--- src/rtl/vfve_pkg.sv ---
package vfve_pkg;

  // cluster edge in cells, cell coordinates wrap at this size
  localparam int CELL_EDGE = 16;

  localparam int NUM_FACES      = 6;
  localparam int VERTS_PER_FACE = 6;
  localparam int VERT_IDX_W     = $clog2(VERTS_PER_FACE);

  localparam int TEX_SPAN  = 256 / 8;
  localparam int TEX_INSET = 256 / 128;

  localparam logic [7:0] TEX_LO       = 8'(TEX_INSET);
  localparam logic [7:0] TEX_HI       = 8'(TEX_SPAN - TEX_INSET);
  localparam logic [7:0] SHADE_FULL   = 8'd255;
  localparam logic [7:0] SHADE_AO     = 8'd55;
  localparam logic [7:0] SHADE_SHADOW = 8'd90;

  // occluder bit positions
  localparam int OCC_TOP    = 0;
  localparam int OCC_BOTTOM = 1;
  localparam int OCC_LEFT   = 2;
  localparam int OCC_RIGHT  = 3;

  // corner entry bit positions: {x, z, y, u, v}
  localparam int CRN_X = 4;
  localparam int CRN_Z = 3;
  localparam int CRN_Y = 2;
  localparam int CRN_U = 1;
  localparam int CRN_V = 0;

  typedef logic [4:0] corner_t;

  localparam corner_t CORNER_TAB [NUM_FACES][VERTS_PER_FACE] = '{
    '{5'b01000, 5'b11010, 5'b11111, 5'b11111, 5'b01101, 5'b01000},  // +z
    '{5'b00010, 5'b00111, 5'b10101, 5'b10101, 5'b10000, 5'b00010},  // -z
    '{5'b10010, 5'b10111, 5'b11101, 5'b11101, 5'b11000, 5'b10010},  // +x
    '{5'b00000, 5'b01010, 5'b01111, 5'b01111, 5'b00101, 5'b00000},  // -x
    '{5'b00101, 5'b01100, 5'b11110, 5'b11110, 5'b10111, 5'b00101},  // +y
    '{5'b00001, 5'b10011, 5'b11010, 5'b11010, 5'b01000, 5'b00001}   // -y
  };

  // cell coordinate wrap table, 4-bit index
  typedef logic [15:0][3:0] cell_tab_t;

  function automatic cell_tab_t build_cell_tab();
    cell_tab_t tab;
    for (int i = 0; i < 16; i++) begin
      tab[i] = 4'(i % CELL_EDGE);
    end
    return tab;
  endfunction

  localparam cell_tab_t CELL_TAB = build_cell_tab();

  // one face with its world base already formed
  typedef struct packed {
    logic [15:0] base_x;
    logic [7:0]  base_y;
    logic [15:0] base_z;
    logic [2:0]  face;
    logic [3:0]  occ;
    logic [7:0]  tile_u;
    logic [7:0]  tile_v;
    logic        shadowed;
    logic        translucent;
  } face_rec_t;

  // one vertex slot of a face
  typedef struct packed {
    face_rec_t rec;
    corner_t   corner;
    logic      last;
  } vert_slot_t;

endpackage

--- src/rtl/vfve_if.sv ---
interface vfve_in_if;
  logic               valid;
  logic               ready;
  logic signed [15:0] origin_x;
  logic        [7:0]  origin_y;
  logic signed [15:0] origin_z;
  logic        [3:0]  cell_x;
  logic        [3:0]  cell_y;
  logic        [3:0]  cell_z;
  logic        [2:0]  face;
  logic        [3:0]  occluders;
  logic        [7:0]  tile_u;
  logic        [7:0]  tile_v;
  logic               shadowed;
  logic               translucent;

  modport source (
    output valid, origin_x, origin_y, origin_z, cell_x, cell_y, cell_z,
           face, occluders, tile_u, tile_v, shadowed, translucent,
    input  ready
  );
  modport sink (
    input  valid, origin_x, origin_y, origin_z, cell_x, cell_y, cell_z,
           face, occluders, tile_u, tile_v, shadowed, translucent,
    output ready
  );
endinterface

interface vfve_out_if;
  logic               valid;
  logic               ready;
  logic signed [15:0] vert_x;
  logic        [7:0]  vert_y;
  logic signed [15:0] vert_z;
  logic        [7:0]  tex_u;
  logic        [7:0]  tex_v;
  logic        [7:0]  shade;
  logic               pass_select;
  logic               last;

  modport source (
    output valid, vert_x, vert_y, vert_z, tex_u, tex_v, shade, pass_select, last,
    input  ready
  );
  modport sink (
    input  valid, vert_x, vert_y, vert_z, tex_u, tex_v, shade, pass_select, last,
    output ready
  );
endinterface

--- src/rtl/vfve_base.sv ---
module vfve_base (
  input  logic               clk,
  input  logic               rst_n,
  vfve_in_if.sink            in_item,
  output logic               rec_valid,
  input  logic               rec_ready,
  output vfve_pkg::face_rec_t rec
);
  import vfve_pkg::*;

  logic      valid_r, valid_nxt;
  face_rec_t rec_r, rec_nxt;
  logic      in_fire;
  logic [3:0] cx, cy, cz;

  assign in_item.ready = !valid_r || rec_ready;
  assign in_fire       = in_item.valid && in_item.ready;

  assign cx = CELL_TAB[in_item.cell_x];
  assign cy = CELL_TAB[in_item.cell_y];
  assign cz = CELL_TAB[in_item.cell_z];

  always_comb begin
    valid_nxt = valid_r;
    rec_nxt   = rec_r;
    if (in_fire) begin
      // face codes six and seven are taken and dropped
      valid_nxt           = (in_item.face < 3'(NUM_FACES));
      rec_nxt.base_x      = 16'(in_item.origin_x) + 16'(cx);
      rec_nxt.base_y      = in_item.origin_y + 8'(cy);
      rec_nxt.base_z      = 16'(in_item.origin_z) + 16'(cz);
      rec_nxt.face        = in_item.face;
      rec_nxt.occ         = in_item.occluders;
      rec_nxt.tile_u      = in_item.tile_u;
      rec_nxt.tile_v      = in_item.tile_v;
      rec_nxt.shadowed    = in_item.shadowed;
      rec_nxt.translucent = in_item.translucent;
    end else if (rec_ready) begin
      valid_nxt = 1'b0;
    end
  end

  always_ff @(posedge clk) begin
    if (!rst_n) begin
      valid_r <= 1'b0;
    end else begin
      valid_r <= valid_nxt;
    end
  end

  always_ff @(posedge clk) begin
    rec_r <= rec_nxt;
  end

  assign rec_valid = valid_r;
  assign rec       = rec_r;
endmodule

--- src/rtl/vfve_expand.sv ---
module vfve_expand (
  input  logic                 clk,
  input  logic                 rst_n,
  input  logic                 rec_valid,
  output logic                 rec_ready,
  input  vfve_pkg::face_rec_t  rec,
  output logic                 slot_valid,
  input  logic                 slot_ready,
  output vfve_pkg::vert_slot_t slot
);
  import vfve_pkg::*;

  localparam logic [VERT_IDX_W-1:0] LAST_VERT = VERT_IDX_W'(VERTS_PER_FACE - 1);

  logic                  valid_r, valid_nxt;
  face_rec_t             rec_r, rec_nxt;
  logic [VERT_IDX_W-1:0] k_r, k_nxt;
  logic                  is_last, slot_fire, rec_fire;

  assign is_last   = (k_r == LAST_VERT);
  assign slot_fire = valid_r && slot_ready;
  // next face loads as the last vertex of the current one leaves
  assign rec_ready = !valid_r || (slot_ready && is_last);
  assign rec_fire  = rec_valid && rec_ready;

  always_comb begin
    valid_nxt = valid_r;
    rec_nxt   = rec_r;
    k_nxt     = k_r;
    if (slot_fire) begin
      k_nxt = is_last ? '0 : k_r + 1'b1;
      if (is_last) begin
        valid_nxt = 1'b0;
      end
    end
    if (rec_fire) begin
      valid_nxt = 1'b1;
      rec_nxt   = rec;
      k_nxt     = '0;
    end
  end

  always_ff @(posedge clk) begin
    if (!rst_n) begin
      valid_r <= 1'b0;
      k_r     <= '0;
    end else begin
      valid_r <= valid_nxt;
      k_r     <= k_nxt;
    end
  end

  always_ff @(posedge clk) begin
    rec_r <= rec_nxt;
  end

  assign slot_valid  = valid_r;
  assign slot.rec    = rec_r;
  assign slot.corner = CORNER_TAB[rec_r.face][k_r];
  assign slot.last   = is_last;
endmodule

--- src/rtl/vfve_vertex.sv ---
module vfve_vertex (
  input  logic                 clk,
  input  logic                 rst_n,
  input  logic                 slot_valid,
  output logic                 slot_ready,
  input  vfve_pkg::vert_slot_t slot,
  vfve_out_if.source           out_item
);
  import vfve_pkg::*;

  logic        valid_r, valid_nxt;
  logic [15:0] vx_r, vx_nxt;
  logic [7:0]  vy_r, vy_nxt;
  logic [15:0] vz_r, vz_nxt;
  logic [7:0]  tu_r, tu_nxt;
  logic [7:0]  tv_r, tv_nxt;
  logic [7:0]  shade_r, shade_nxt;
  logic        pass_r, pass_nxt;
  logic        last_r, last_nxt;
  logic        slot_fire, ao;
  logic        cu, cv;

  assign slot_ready = !valid_r || out_item.ready;
  assign slot_fire  = slot_valid && slot_ready;

  assign cu = slot.corner[CRN_U];
  assign cv = slot.corner[CRN_V];

  // corner touches a solid neighbor on its u or v side
  assign ao = (!cu && slot.rec.occ[OCC_LEFT])   || (cu && slot.rec.occ[OCC_RIGHT]) ||
              (!cv && slot.rec.occ[OCC_BOTTOM]) || (cv && slot.rec.occ[OCC_TOP]);

  always_comb begin
    valid_nxt = valid_r;
    vx_nxt    = vx_r;
    vy_nxt    = vy_r;
    vz_nxt    = vz_r;
    tu_nxt    = tu_r;
    tv_nxt    = tv_r;
    shade_nxt = shade_r;
    pass_nxt  = pass_r;
    last_nxt  = last_r;
    if (slot_fire) begin
      valid_nxt = 1'b1;
      vx_nxt    = slot.rec.base_x + 16'(slot.corner[CRN_X]);
      vy_nxt    = slot.rec.base_y + 8'(slot.corner[CRN_Y]);
      vz_nxt    = slot.rec.base_z + 16'(slot.corner[CRN_Z]);
      tu_nxt    = slot.rec.tile_u + (cu ? TEX_HI : TEX_LO);
      tv_nxt    = slot.rec.tile_v + (cv ? TEX_HI : TEX_LO);
      shade_nxt = SHADE_FULL - (ao ? SHADE_AO : 8'd0)
                             - (slot.rec.shadowed ? SHADE_SHADOW : 8'd0);
      pass_nxt  = slot.rec.translucent;
      last_nxt  = slot.last;
    end else if (out_item.ready) begin
      valid_nxt = 1'b0;
    end
  end

  always_ff @(posedge clk) begin
    if (!rst_n) begin
      valid_r <= 1'b0;
    end else begin
      valid_r <= valid_nxt;
    end
  end

  always_ff @(posedge clk) begin
    vx_r    <= vx_nxt;
    vy_r    <= vy_nxt;
    vz_r    <= vz_nxt;
    tu_r    <= tu_nxt;
    tv_r    <= tv_nxt;
    shade_r <= shade_nxt;
    pass_r  <= pass_nxt;
    last_r  <= last_nxt;
  end

  assign out_item.valid       = valid_r;
  assign out_item.vert_x      = vx_r;
  assign out_item.vert_y      = vy_r;
  assign out_item.vert_z      = vz_r;
  assign out_item.tex_u       = tu_r;
  assign out_item.tex_v       = tv_r;
  assign out_item.shade       = shade_r;
  assign out_item.pass_select = pass_r;
  assign out_item.last        = last_r;
endmodule

--- src/rtl/voxel_face_vertex_expander.sv ---
// voxel face vertex expander
// in_item carries one visible cube face per item: cluster origin, cell
// position, face code, neighbor occluder bits, texture tile base and the
// shadow and translucency flags. out_item returns the six vertices of the
// face's two triangles, one vertex item per cycle, last set on the sixth.
// both channels use valid/ready; an item moves when both are high.
// the face passes the base add stage, the vertex sequencer and the output
// register in that order before its first vertex is valid; the rest
// follow one per cycle while out_item.ready stays high.
// the vertex sequencer sets the face rate; it walks the six table slots
// of a face with a 3-bit counter. the next face is taken while the
// current one is still being expanded.
// face codes six and seven are accepted and produce no vertex.
// reset (rst_n low, synchronous) empties all stages; no face is held.
// when out_item.ready drops, the output register holds its vertex and the
// stages behind it fill and then stop taking items; nothing is lost.
module voxel_face_vertex_expander (
  input  logic       clk,
  input  logic       rst_n,
  vfve_in_if.sink    in_item,
  vfve_out_if.source out_item
);
  import vfve_pkg::*;

  // base stage to sequencer
  logic       rec_valid, rec_ready;
  face_rec_t  rec;

  // sequencer to vertex stage
  logic       slot_valid, slot_ready;
  vert_slot_t slot;

  // cell wrap and origin add
  vfve_base u_base (
    .clk       (clk),
    .rst_n     (rst_n),
    .in_item   (in_item),
    .rec_valid (rec_valid),
    .rec_ready (rec_ready),
    .rec       (rec)
  );

  // walks the corner table, one vertex slot per cycle while slot_ready is high
  vfve_expand u_expand (
    .clk        (clk),
    .rst_n      (rst_n),
    .rec_valid  (rec_valid),
    .rec_ready  (rec_ready),
    .rec        (rec),
    .slot_valid (slot_valid),
    .slot_ready (slot_ready),
    .slot       (slot)
  );

  // position, texture and shade per vertex, output register
  vfve_vertex u_vertex (
    .clk        (clk),
    .rst_n      (rst_n),
    .slot_valid (slot_valid),
    .slot_ready (slot_ready),
    .slot       (slot),
    .out_item   (out_item)
  );
endmodule

--- src/flat_wrapper.sv ---
// flat-port wrapper written by rule: the top's interface ports become plain ports
module voxel_face_vertex_expander_flat import vfve_pkg::*;
  (clk, rst_n, in_item_valid, in_item_origin_x, in_item_origin_y, in_item_origin_z, in_item_cell_x, in_item_cell_y, in_item_cell_z, in_item_face, in_item_occluders, in_item_tile_u, in_item_tile_v, in_item_shadowed, in_item_translucent, in_item_ready, out_item_valid, out_item_vert_x, out_item_vert_y, out_item_vert_z, out_item_tex_u, out_item_tex_v, out_item_shade, out_item_pass_select, out_item_last, out_item_ready);
  vfve_in_if in_item_i ();
  vfve_out_if out_item_i ();
  input  logic clk;
  input  logic rst_n;
  input wire logic [$bits(in_item_i.valid)-1:0] in_item_valid;
  input wire logic [$bits(in_item_i.origin_x)-1:0] in_item_origin_x;
  input wire logic [$bits(in_item_i.origin_y)-1:0] in_item_origin_y;
  input wire logic [$bits(in_item_i.origin_z)-1:0] in_item_origin_z;
  input wire logic [$bits(in_item_i.cell_x)-1:0] in_item_cell_x;
  input wire logic [$bits(in_item_i.cell_y)-1:0] in_item_cell_y;
  input wire logic [$bits(in_item_i.cell_z)-1:0] in_item_cell_z;
  input wire logic [$bits(in_item_i.face)-1:0] in_item_face;
  input wire logic [$bits(in_item_i.occluders)-1:0] in_item_occluders;
  input wire logic [$bits(in_item_i.tile_u)-1:0] in_item_tile_u;
  input wire logic [$bits(in_item_i.tile_v)-1:0] in_item_tile_v;
  input wire logic [$bits(in_item_i.shadowed)-1:0] in_item_shadowed;
  input wire logic [$bits(in_item_i.translucent)-1:0] in_item_translucent;
  output wire logic [$bits(in_item_i.ready)-1:0] in_item_ready;
  output wire logic [$bits(out_item_i.valid)-1:0] out_item_valid;
  output wire logic [$bits(out_item_i.vert_x)-1:0] out_item_vert_x;
  output wire logic [$bits(out_item_i.vert_y)-1:0] out_item_vert_y;
  output wire logic [$bits(out_item_i.vert_z)-1:0] out_item_vert_z;
  output wire logic [$bits(out_item_i.tex_u)-1:0] out_item_tex_u;
  output wire logic [$bits(out_item_i.tex_v)-1:0] out_item_tex_v;
  output wire logic [$bits(out_item_i.shade)-1:0] out_item_shade;
  output wire logic [$bits(out_item_i.pass_select)-1:0] out_item_pass_select;
  output wire logic [$bits(out_item_i.last)-1:0] out_item_last;
  input wire logic [$bits(out_item_i.ready)-1:0] out_item_ready;
  assign in_item_i.valid = in_item_valid;
  assign in_item_i.origin_x = in_item_origin_x;
  assign in_item_i.origin_y = in_item_origin_y;
  assign in_item_i.origin_z = in_item_origin_z;
  assign in_item_i.cell_x = in_item_cell_x;
  assign in_item_i.cell_y = in_item_cell_y;
  assign in_item_i.cell_z = in_item_cell_z;
  assign in_item_i.face = in_item_face;
  assign in_item_i.occluders = in_item_occluders;
  assign in_item_i.tile_u = in_item_tile_u;
  assign in_item_i.tile_v = in_item_tile_v;
  assign in_item_i.shadowed = in_item_shadowed;
  assign in_item_i.translucent = in_item_translucent;
  assign in_item_ready = in_item_i.ready;
  assign out_item_valid = out_item_i.valid;
  assign out_item_vert_x = out_item_i.vert_x;
  assign out_item_vert_y = out_item_i.vert_y;
  assign out_item_vert_z = out_item_i.vert_z;
  assign out_item_tex_u = out_item_i.tex_u;
  assign out_item_tex_v = out_item_i.tex_v;
  assign out_item_shade = out_item_i.shade;
  assign out_item_pass_select = out_item_i.pass_select;
  assign out_item_last = out_item_i.last;
  assign out_item_i.ready = out_item_ready;
  voxel_face_vertex_expander u_core (.clk(clk), .rst_n(rst_n), .in_item(in_item_i), .out_item(out_item_i));
endmodule
--- config.mk ---
export PLATFORM = sky130hd
export DESIGN_NAME = voxel_face_vertex_expander_flat
export DESIGN_NICKNAME = d
export VERILOG_FILES = /design/src/rtl/vfve_pkg.sv /design/src/rtl/vfve_if.sv /design/src/rtl/vfve_base.sv /design/src/rtl/vfve_expand.sv /design/src/rtl/vfve_vertex.sv /design/src/rtl/voxel_face_vertex_expander.sv /design/src/flat_wrapper.sv
export SDC_FILE = /design/constraint.sdc
export NUM_CORES = 1
export LEC_CHECK = 0
export BUFFER_PORTS_ARGS = -buffer_cell sky130_fd_sc_hd__clkbuf_2
export CAP_MARGIN = 20
export CORE_UTILIZATION = 45
export DETAILED_ROUTE_END_ITERATION = 6
export PLACE_DENSITY_LB_ADDON = 0.1
export SYNTH_ARGS = -nofsm -noshare
export SYNTH_HDL_FRONTEND = slang
export SYNTH_SLANG_ARGS = --single-unit
--- constraint.sdc ---
create_clock -name clk -period 4.9 [get_ports clk]
set_clock_uncertainty 0.05 [all_clocks]
set_input_delay 0.49 -clock clk [delete_from_list [all_inputs] [get_ports clk]]
set_output_delay 0.49 -clock clk [all_outputs]
set_load 0.01 [all_outputs]
== After elaboration in Yosys (flattened, before gate mapping) ==
Memory sizes are Yosys's and may differ from the RTL's.
Cells that the tools add are included.

* Register bits after elaboration: 202
* Bits in read-only memories: 432
* Input port bits: 81
* Memories kept: 4

* $add $sub $neg: 11
* $lt $le $gt $ge: 6
* Equal/unequal tests: 1
* Multiplexer cells: 20
* Bitwise logic cells: 3
* Reduce and logical (&&, ||, !) cells: 25

{| class="wikitable"
|+ Memories
! name !! depth !! width !! read ports !! clocked after Yosys merged registers in !! wr ports !! line !! source
|-
| (name not given) || 8 || 30 || 1 || 0 || 0 || vfve_expand.sv:59 || <nowiki>assign slot.corner = CORNER_TAB[rec_r.face][k_r];</nowiki>
|-
| (name not given) || 16 || 4 || 1 || 0 || 0 || vfve_base.sv:21 || <nowiki>assign cz = CELL_TAB[in_item.cell_z];</nowiki>
|-
| (name not given) || 16 || 4 || 1 || 0 || 0 || vfve_base.sv:20 || <nowiki>assign cy = CELL_TAB[in_item.cell_y];</nowiki>
|-
| (name not given) || 16 || 4 || 1 || 0 || 0 || vfve_base.sv:19 || <nowiki>assign cx = CELL_TAB[in_item.cell_x];</nowiki>
|}

{| class="wikitable"
|+ Operators with widths
! kind !! count
|-
| 2-to-1 mux 30 bit || 2
|-
| adder 16 x 1 -> 16 bit || 2
|-
| adder 16 x 4 -> 16 bit || 2
|-
| 2-to-1 mux 5 bit || 4
|-
| adder 8 x 5 -> 8 bit || 2
|-
| binary-select mux 5 bit (select 3 bit) || 1
|-
| < comparator 4 x 5 -> 1 bit (second input constant) || 3
|-
| 2-to-1 mux 4 bit || 3
|-
| adder 8 x 1 -> 8 bit || 1
|-
| adder 8 x 4 -> 8 bit || 1
|-
| >= comparator 4 bit (second input constant) || 2
|-
| logical AND 1 bit || 8
|-
| inverter 3 -> 4 bit || 2
|-
| nonzero test 2 bit || 4
|-
| subtractor 1 x 7 -> 8 bit (first input constant) || 1
|-
| subtractor 8 x 7 -> 8 bit || 1
|-
| 2-to-1 mux 1 bit || 7
|-
| 2-to-1 mux 7 bit || 1
|-
| logical OR 1 bit || 6
|-
| 2-to-1 mux 6 bit || 1
|-
| zero test 1 bit || 5
|-
| adder 3 x 1 -> 3 bit (second input constant) || 1
|-
| == test 3 bit (second input constant) || 1
|-
| < comparator 3 bit (second input constant) || 1
|-
| 4 further kinds || 4
|}

== Logic depth before layout (Yosys ltp) ==
* Depth after elaboration: 15
* Mapped depth: 12

== Modules after synthesis ==
From an unflattened synthesis, not the netlist that was laid out.

* Cell total of the unflattened synthesis: 549
* Area, all modules: 8530.7 um2

{| class="wikitable"
|+ Modules (own cells, without submodules)
! module !! instances !! cells each !! area an instance (um2)
|-
| vfve_vertex || 1 || 220 || 3090.5
|-
| vfve_base || 1 || 188 || 2919.0
|-
| vfve_expand || 1 || 141 || 2521.2
|}

== Worst setup path after synthesis ==
OpenSTA, ideal clock, no wires.

* Kind: register to register
* From: register u_core.u_expand.k_r[2]
* To: register u_core.u_expand.rec_r, in the netlist u_core.u_expand.slot[10] (enable)
* Library setup time: 0.488 ns
* Arrival: 3.620 ns
* Required time: 4.362 ns
* Path slack: 0.741 ns
* Cell stages (with the launch flop): 5
* Buffers on the path: 1
* Clock period less this slack: 4.159 ns
* Cell sequence: dfxtp_1 > buf_2 > nand2_1 > o31a_1 > nor2_1

* Word-level cells in the longest chain between the ends: 4

{| class="wikitable"
|+ Ends and longest elaborated chain
! element !! line !! source
|-
| from (decl) || vfve_expand.sv:17 || <nowiki>logic [VERT_IDX_W-1:0] k_r, k_nxt;</nowiki>
|-
| from (signal assigned) || vfve_expand.sv:49 || <nowiki>k_r <= k_nxt;</nowiki>
|-
| == test 3 bit || vfve_expand.sv:20 || <nowiki>assign is_last = (k_r == LAST_VERT);</nowiki>
|-
| logical AND 1 bit || vfve_expand.sv:23 || <nowiki>assign rec_ready = !valid_r || (slot_ready && is_last);</nowiki>
|-
| logical OR 1 bit || vfve_expand.sv:23 ||
|-
| logical AND 1 bit || vfve_expand.sv:24 || <nowiki>assign rec_fire = rec_valid && rec_ready;</nowiki>
|-
| net u_core.u_expand.rec_fire || vfve_expand.sv:18 || <nowiki>logic is_last, slot_fire, rec_fire;</nowiki>
|-
| to (signal assigned) || vfve_expand.sv:54 || <nowiki>rec_r <= rec_nxt;</nowiki>
|-
| to (decl) || vfve_expand.sv:16 || <nowiki>face_rec_t rec_r, rec_nxt;</nowiki>
|}

The timed path passes the listed nets, and every way through them passes these cells.
A chain may end at the register's enable or synchronous reset.

== Final worst setup path ==
* From: register u_core.u_expand.rec_r, in the netlist u_core.u_expand.slot[28]
* To: register u_core.u_vertex.vz_r[12] (netlist: u_core.u_vertex.out_item.vert_z[12]) (data pin)

* Word-level cells in the longest chain between the ends: 8

{| class="wikitable"
|+ Ends and longest elaborated chain
! element !! line !! source
|-
| inverter 3 -> 4 bit (implied by the code) || vfve_expand.sv:59 ||
|-
| memory (8 x 30 bit) || - ||
|-
| 2-to-1 mux 30 bit (implied by the code) (2 in series) || vfve_expand.sv:59 ||
|-
| binary-select mux 5 bit (select 3 bit) || vfve_expand.sv:59 ||
|-
| 2-to-1 mux 5 bit (implied by the code) (2 in series) || vfve_expand.sv:59 ||
|-
| adder 16 x 1 -> 16 bit || vfve_vertex.sv:47 || <nowiki>vz_nxt = slot.rec.base_z + 16'(slot.corner[CRN_Z]);</nowiki>
|-
| to (signal assigned) || vfve_vertex.sv:70 || <nowiki>vz_r <= vz_nxt;</nowiki>
|-
| to (decl) || vfve_vertex.sv:14 || <nowiki>logic [15:0] vz_r, vz_nxt;</nowiki>
|}

No other way between the ends. The select of a mux whose other input is x is not followed.

==> impl_table.tex <==
\begin{tabular}{lr}
\hline
Metric & Value \\
\hline
\multicolumn{2}{l}{\textbf{Status}} \\
Result of the run & complete, no violations \\
\multicolumn{2}{l}{\textbf{Synth}} \\
Mean area per synthesized cell & 15.1 um\^{}2 \\
Synthesized instance count & 568 \\
Xor/xnor share of the synthesized area & 0.0798 \\
Post-synth top area share & 0.680 \\
Dominant synthesized flop cell & sky130\_fd\_sc\_hd\_\_edfxtp\_1 \\
Basic-gate share of the synthesized area counting and, or, nand and nor cells & 0.0833 \\
Synthesized netlist net count & 689 \\
Unique masters post-synth & 50 \\
Cell accounting for the most synthesized area & sky130\_fd\_sc\_hd\_\_edfxtp\_1 \\
Synth cell count leaders & 194 x sky130\_fd\_sc\_hd\_\_edfxtp\_1, 41 x sky130\_fd\_sc\_hd\_\_xor2\_1, 37 x sky130\_fd\_sc\_hd\_\_inv\_1, 37 x sky130\_fd\_sc\_hd\_\_xnor2\_1 \\
Synthesized cell area & 0.00857 mm\^{}2 \\
Synthesis warning total & 0 \\
Post-Synth Adder-Cell Area & 0.0628 \\
Fraction of registers with async set/reset & 0 \\
Synth Area in Compound Gates & 0.0533 \\
Share of cell area taken by muxes after synthesis & 0.00351 \\
Seq/Total Area, Yosys & 0.694 \\
Flop and latch count out of synthesis & 200 \\
Count leader, synth & sky130\_fd\_sc\_hd\_\_edfxtp\_1 \\
Area contributors post-synth & sky130\_fd\_sc\_hd\_\_edfxtp\_1 68\%, sky130\_fd\_sc\_hd\_\_ha\_1 5.1\%, sky130\_fd\_sc\_hd\_\_xor2\_1 4.2\% \\
Combinational family with the most area after synthesis & simple AND/OR/NAND/NOR gates \\
Number of flops mapped to enable cells by yosys & 194 \\
\multicolumn{2}{l}{\textbf{Setup path}} \\
Dominant delay contributor by cell family on the critical path & adder cells \\
Launching element type of the critical path & register \\
Count of buffer and inverter cells on the critical path & 1 \\
Crit path max fanout & 7 \\
Most Frequent Cell on Critical Path & sky130\_fd\_sc\_hd\_\_ha\_1 \\
Worst setup path class & reg -> reg \\
Cell breakdown of the critical path & inv\_1, ha\_1, o21ai\_0, a211oi\_1, o32ai\_1, ha\_1, ha\_1, nand3\_1, or3\_1, xnor2\_1 \\
CP max-delay cell & sky130\_fd\_sc\_hd\_\_edfxtp\_1 \\
Critical path's largest stage delay & 0.47 ns \\
Critical path data required time & 5.03 ns \\
Data arrival time of the worst path & 3.48 ns \\
Worst setup EP type & register \\
\multicolumn{2}{l}{\textbf{Placed design}} \\
Placed standard-cell area & 0.00958 mm\^{}2 \\
HPWL reported at the end of detailed placement & 10.2 mm \\
Port Buf Inserts & 148 \\
Weighted congestion at the end of routability-driven global placement & 0.834 \\
Pre-CTS setup slack & 1.55 ns \\
\multicolumn{2}{l}{\textbf{Layout}} \\
Ant diodes & 0 \\
\# fillers & 1550 \\
Final non-filler cell area & 0.0102 mm\^{}2 \\
Area growth from synthesis to final layout & 19.0\% \\
NumNets Final & 852 \\
Proportion of layout cells with a drive suffix above 1 & 0.259 \\
\multicolumn{2}{l}{\textbf{Clocking}} \\
Count of cells resized by post-cts repair & 0 \\
Number of CTS-inserted buffers & 17 \\
Clock input transition at the sequential cells of the worst setup and hold paths & 0.07 ns \\
Total number of clock tree sinks & 200 \\
Post-CTS setup buffers & 0 \\
Clk\_lat worst skew & 0.42 ns \\
Clock tree from TritonCTS & built \\
H-tree levels & 4 \\
CTS Root Cell & sky130\_fd\_sc\_hd\_\_clkbuf\_16 \\
Largest buffer count on any clock path & 2 \\
Quantity of hold-fixing buffers added after cts & 0 \\
\multicolumn{2}{l}{\textbf{Timing}} \\
Achievable frequency & 0.298 GHz \\
Post-route setup TNS & 0 ns \\
Min Hold Slack & 0.186 ns \\
Measured slew at the worst slew-check pin & 0.815 ns \\
Tmin final & 3.35 ns \\
Post-route worst setup slack & 1.55 ns \\
Number of endpoints failing setup at the final stage & 0 \\
Worst slew margin & 0.457 \\
Unrepaired setup endpoints after global routing & no \\
Final Max Slew Viols & 0 \\
Number of endpoints with negative hold slack in the final report & 0 \\
Fin crit share & 0.684 \\
\multicolumn{2}{l}{\textbf{Power and ir drop}} \\
P per Cell Area & 366 mW/mm\^{}2 \\
Static power due to leakage & 3.96 nW \\
Maximum vdd ir drop & 180 uV \\
Total power of the final layout & 0.00373 W \\
\multicolumn{2}{l}{\textbf{Routing}} \\
Detailed router's first-iteration violation count & 317 \\
Wire length per cell & 14.1 um \\
Antenna viol nets, final & 0 \\
DR DRC count & 0 \\
Overall via count from detail\_route & 4796 \\
Via density & 4.90 \\
Wire length reported by the detailed router & 13.8 mm \\
Detailed-router iteration count before antenna repair & 4 \\
\multicolumn{2}{l}{\textbf{Floorplanning}} \\
Floorplan core area & 0.0187 mm\^{}2 \\
Die width & 140 um \\
I/O pin cnt & 149 \\
Die Y & 140 um \\
Die footprint & 0.0196 mm\^{}2 \\
Number of rows in the core area & 50 \\
Initial standard-cell utilization of the core & 0.458 \\
\multicolumn{2}{l}{\textbf{Hold path}} \\
Hold crit path type & in -> reg \\
\multicolumn{2}{l}{\textbf{GRT}} \\
Global-route wire length before repair & 22.5 mm \\
Pin count of the biggest net entering global routing & 66 \\
Overall track demand over capacity in global routing & 0.148 \\
Residual overflow from global routing & 0 \\
Number of antenna violations at the first check in global routing & 0 \\
Number of global-route vias before repair & 4715 \\
\multicolumn{2}{l}{\textbf{Job}} \\
Total of max-cap violations & 0 \\
\hline
\end{tabular}
metal layers:
metal / up-vias / routed length (um) / global-route usage
met5: - / 0 / 0
met4: 0 / 245 / 0.0682
met3: 19 / 636 / 0.0379
met2: 112 / 7010 / 0.256
met1: 2241 / 5920 / 0.174
li1: 2424 / - / -
sequential cells by signal, summed over array words and instances (netlist names), 3 cells and up:
register,flops
u_core.u_vertex.out_item.vert_x,16
u_core.u_vertex.out_item.tex_v,8
u_core.u_base.rec,65
u_core.u_vertex.out_item.vert_z,16
u_core.u_vertex.out_item.vert_y,8
u_core.u_expand.k_r,3
u_core.u_expand.slot,65
u_core.u_vertex.out_item.shade,6
u_core.u_vertex.out_item.tex_u,8
cell type report:
type	count	area, um^2	area share
inverters	38	143	0.0140
multi-input cells	322	2430	0.239
repair buffers	152	771	0.0756
well taps	234	293	0.0287
clock buffers	17	425	0.0417
flip-flops and latches	200	5950	0.583
clock inverters	15	181	0.0178
per-stage QoR:
stage / util / cells
floorplan: - / 568
global placement: 0.512 / 946
detailed placement: 0.512 / 946
CTS: 0.545 / 978
global route: 0.545 / 978
finish: 0.545 / 978
path summary, 6_finish.rpt:
check	cells after the start	from	end	slack, ns
setup reg to reg	10	u_core.u_expand.slot[28]	u_core.u_vertex.out_item.vert_z[12]	1.55
hold reg to reg	0	u_core.u_base.rec[7]	u_core.u_expand.slot[13]	0.36
setup / recovery	10	u_core.u_expand.slot[28]	u_core.u_vertex.out_item.vert_z[12]	1.55
hold / removal	1	in_item_tile_v[0]	u_core.u_base.rec[2]	0.19
power breakdown:
part / total [W] / switching [W] / internal [W] / leakage, nW
combinational: 0.000299 / 0.000174 / 0.000126 / 1.79
clock: 0.00138 / 0.000651 / 0.000731 / 0.291
sequential: 0.00205 / 0.0000427 / 0.00201 / 1.88
total: 0.00373 / 0.000867 / 0.00286 / 3.96
cells by family (layout without fill, tap and decap cells):
| family | count (synthesis) | after routing |
|---|---|---|
| DFF | 200 | 200 |
| and+or+nand+nor | 131 | 131 |
| xor gates and xnor gates | 78 | 78 |
| AOI/OAI and AO/OA | 70 | 70 |
| buffers and inverters | 46 | 222 |
| adders and majority gates | 40 | 40 |
| muxes | 3 | 3 |
cell usage in the layout, fill, tap and decap left out, drive strengths merged, types with 3 or more instances in the layout:
cell type and count:
edfxtp 194, clkbuf 165, inv 44, xor2 41
xnor2 37, nand2 35, ha 35, nand3 27
o21ai 19, a21oi 18, nor2 14, nor2b 8
nand4 8, nand2b 7, and3 7, a211oi 7
clkinv 7, nor3 6, dfxtp 6, a21o 5
fa 5, o21a 4, buf 4, o31a 3
mux2i 3, and4 3, nor4b 3, a21boi 3
Power figures use the tool's default switching activity.
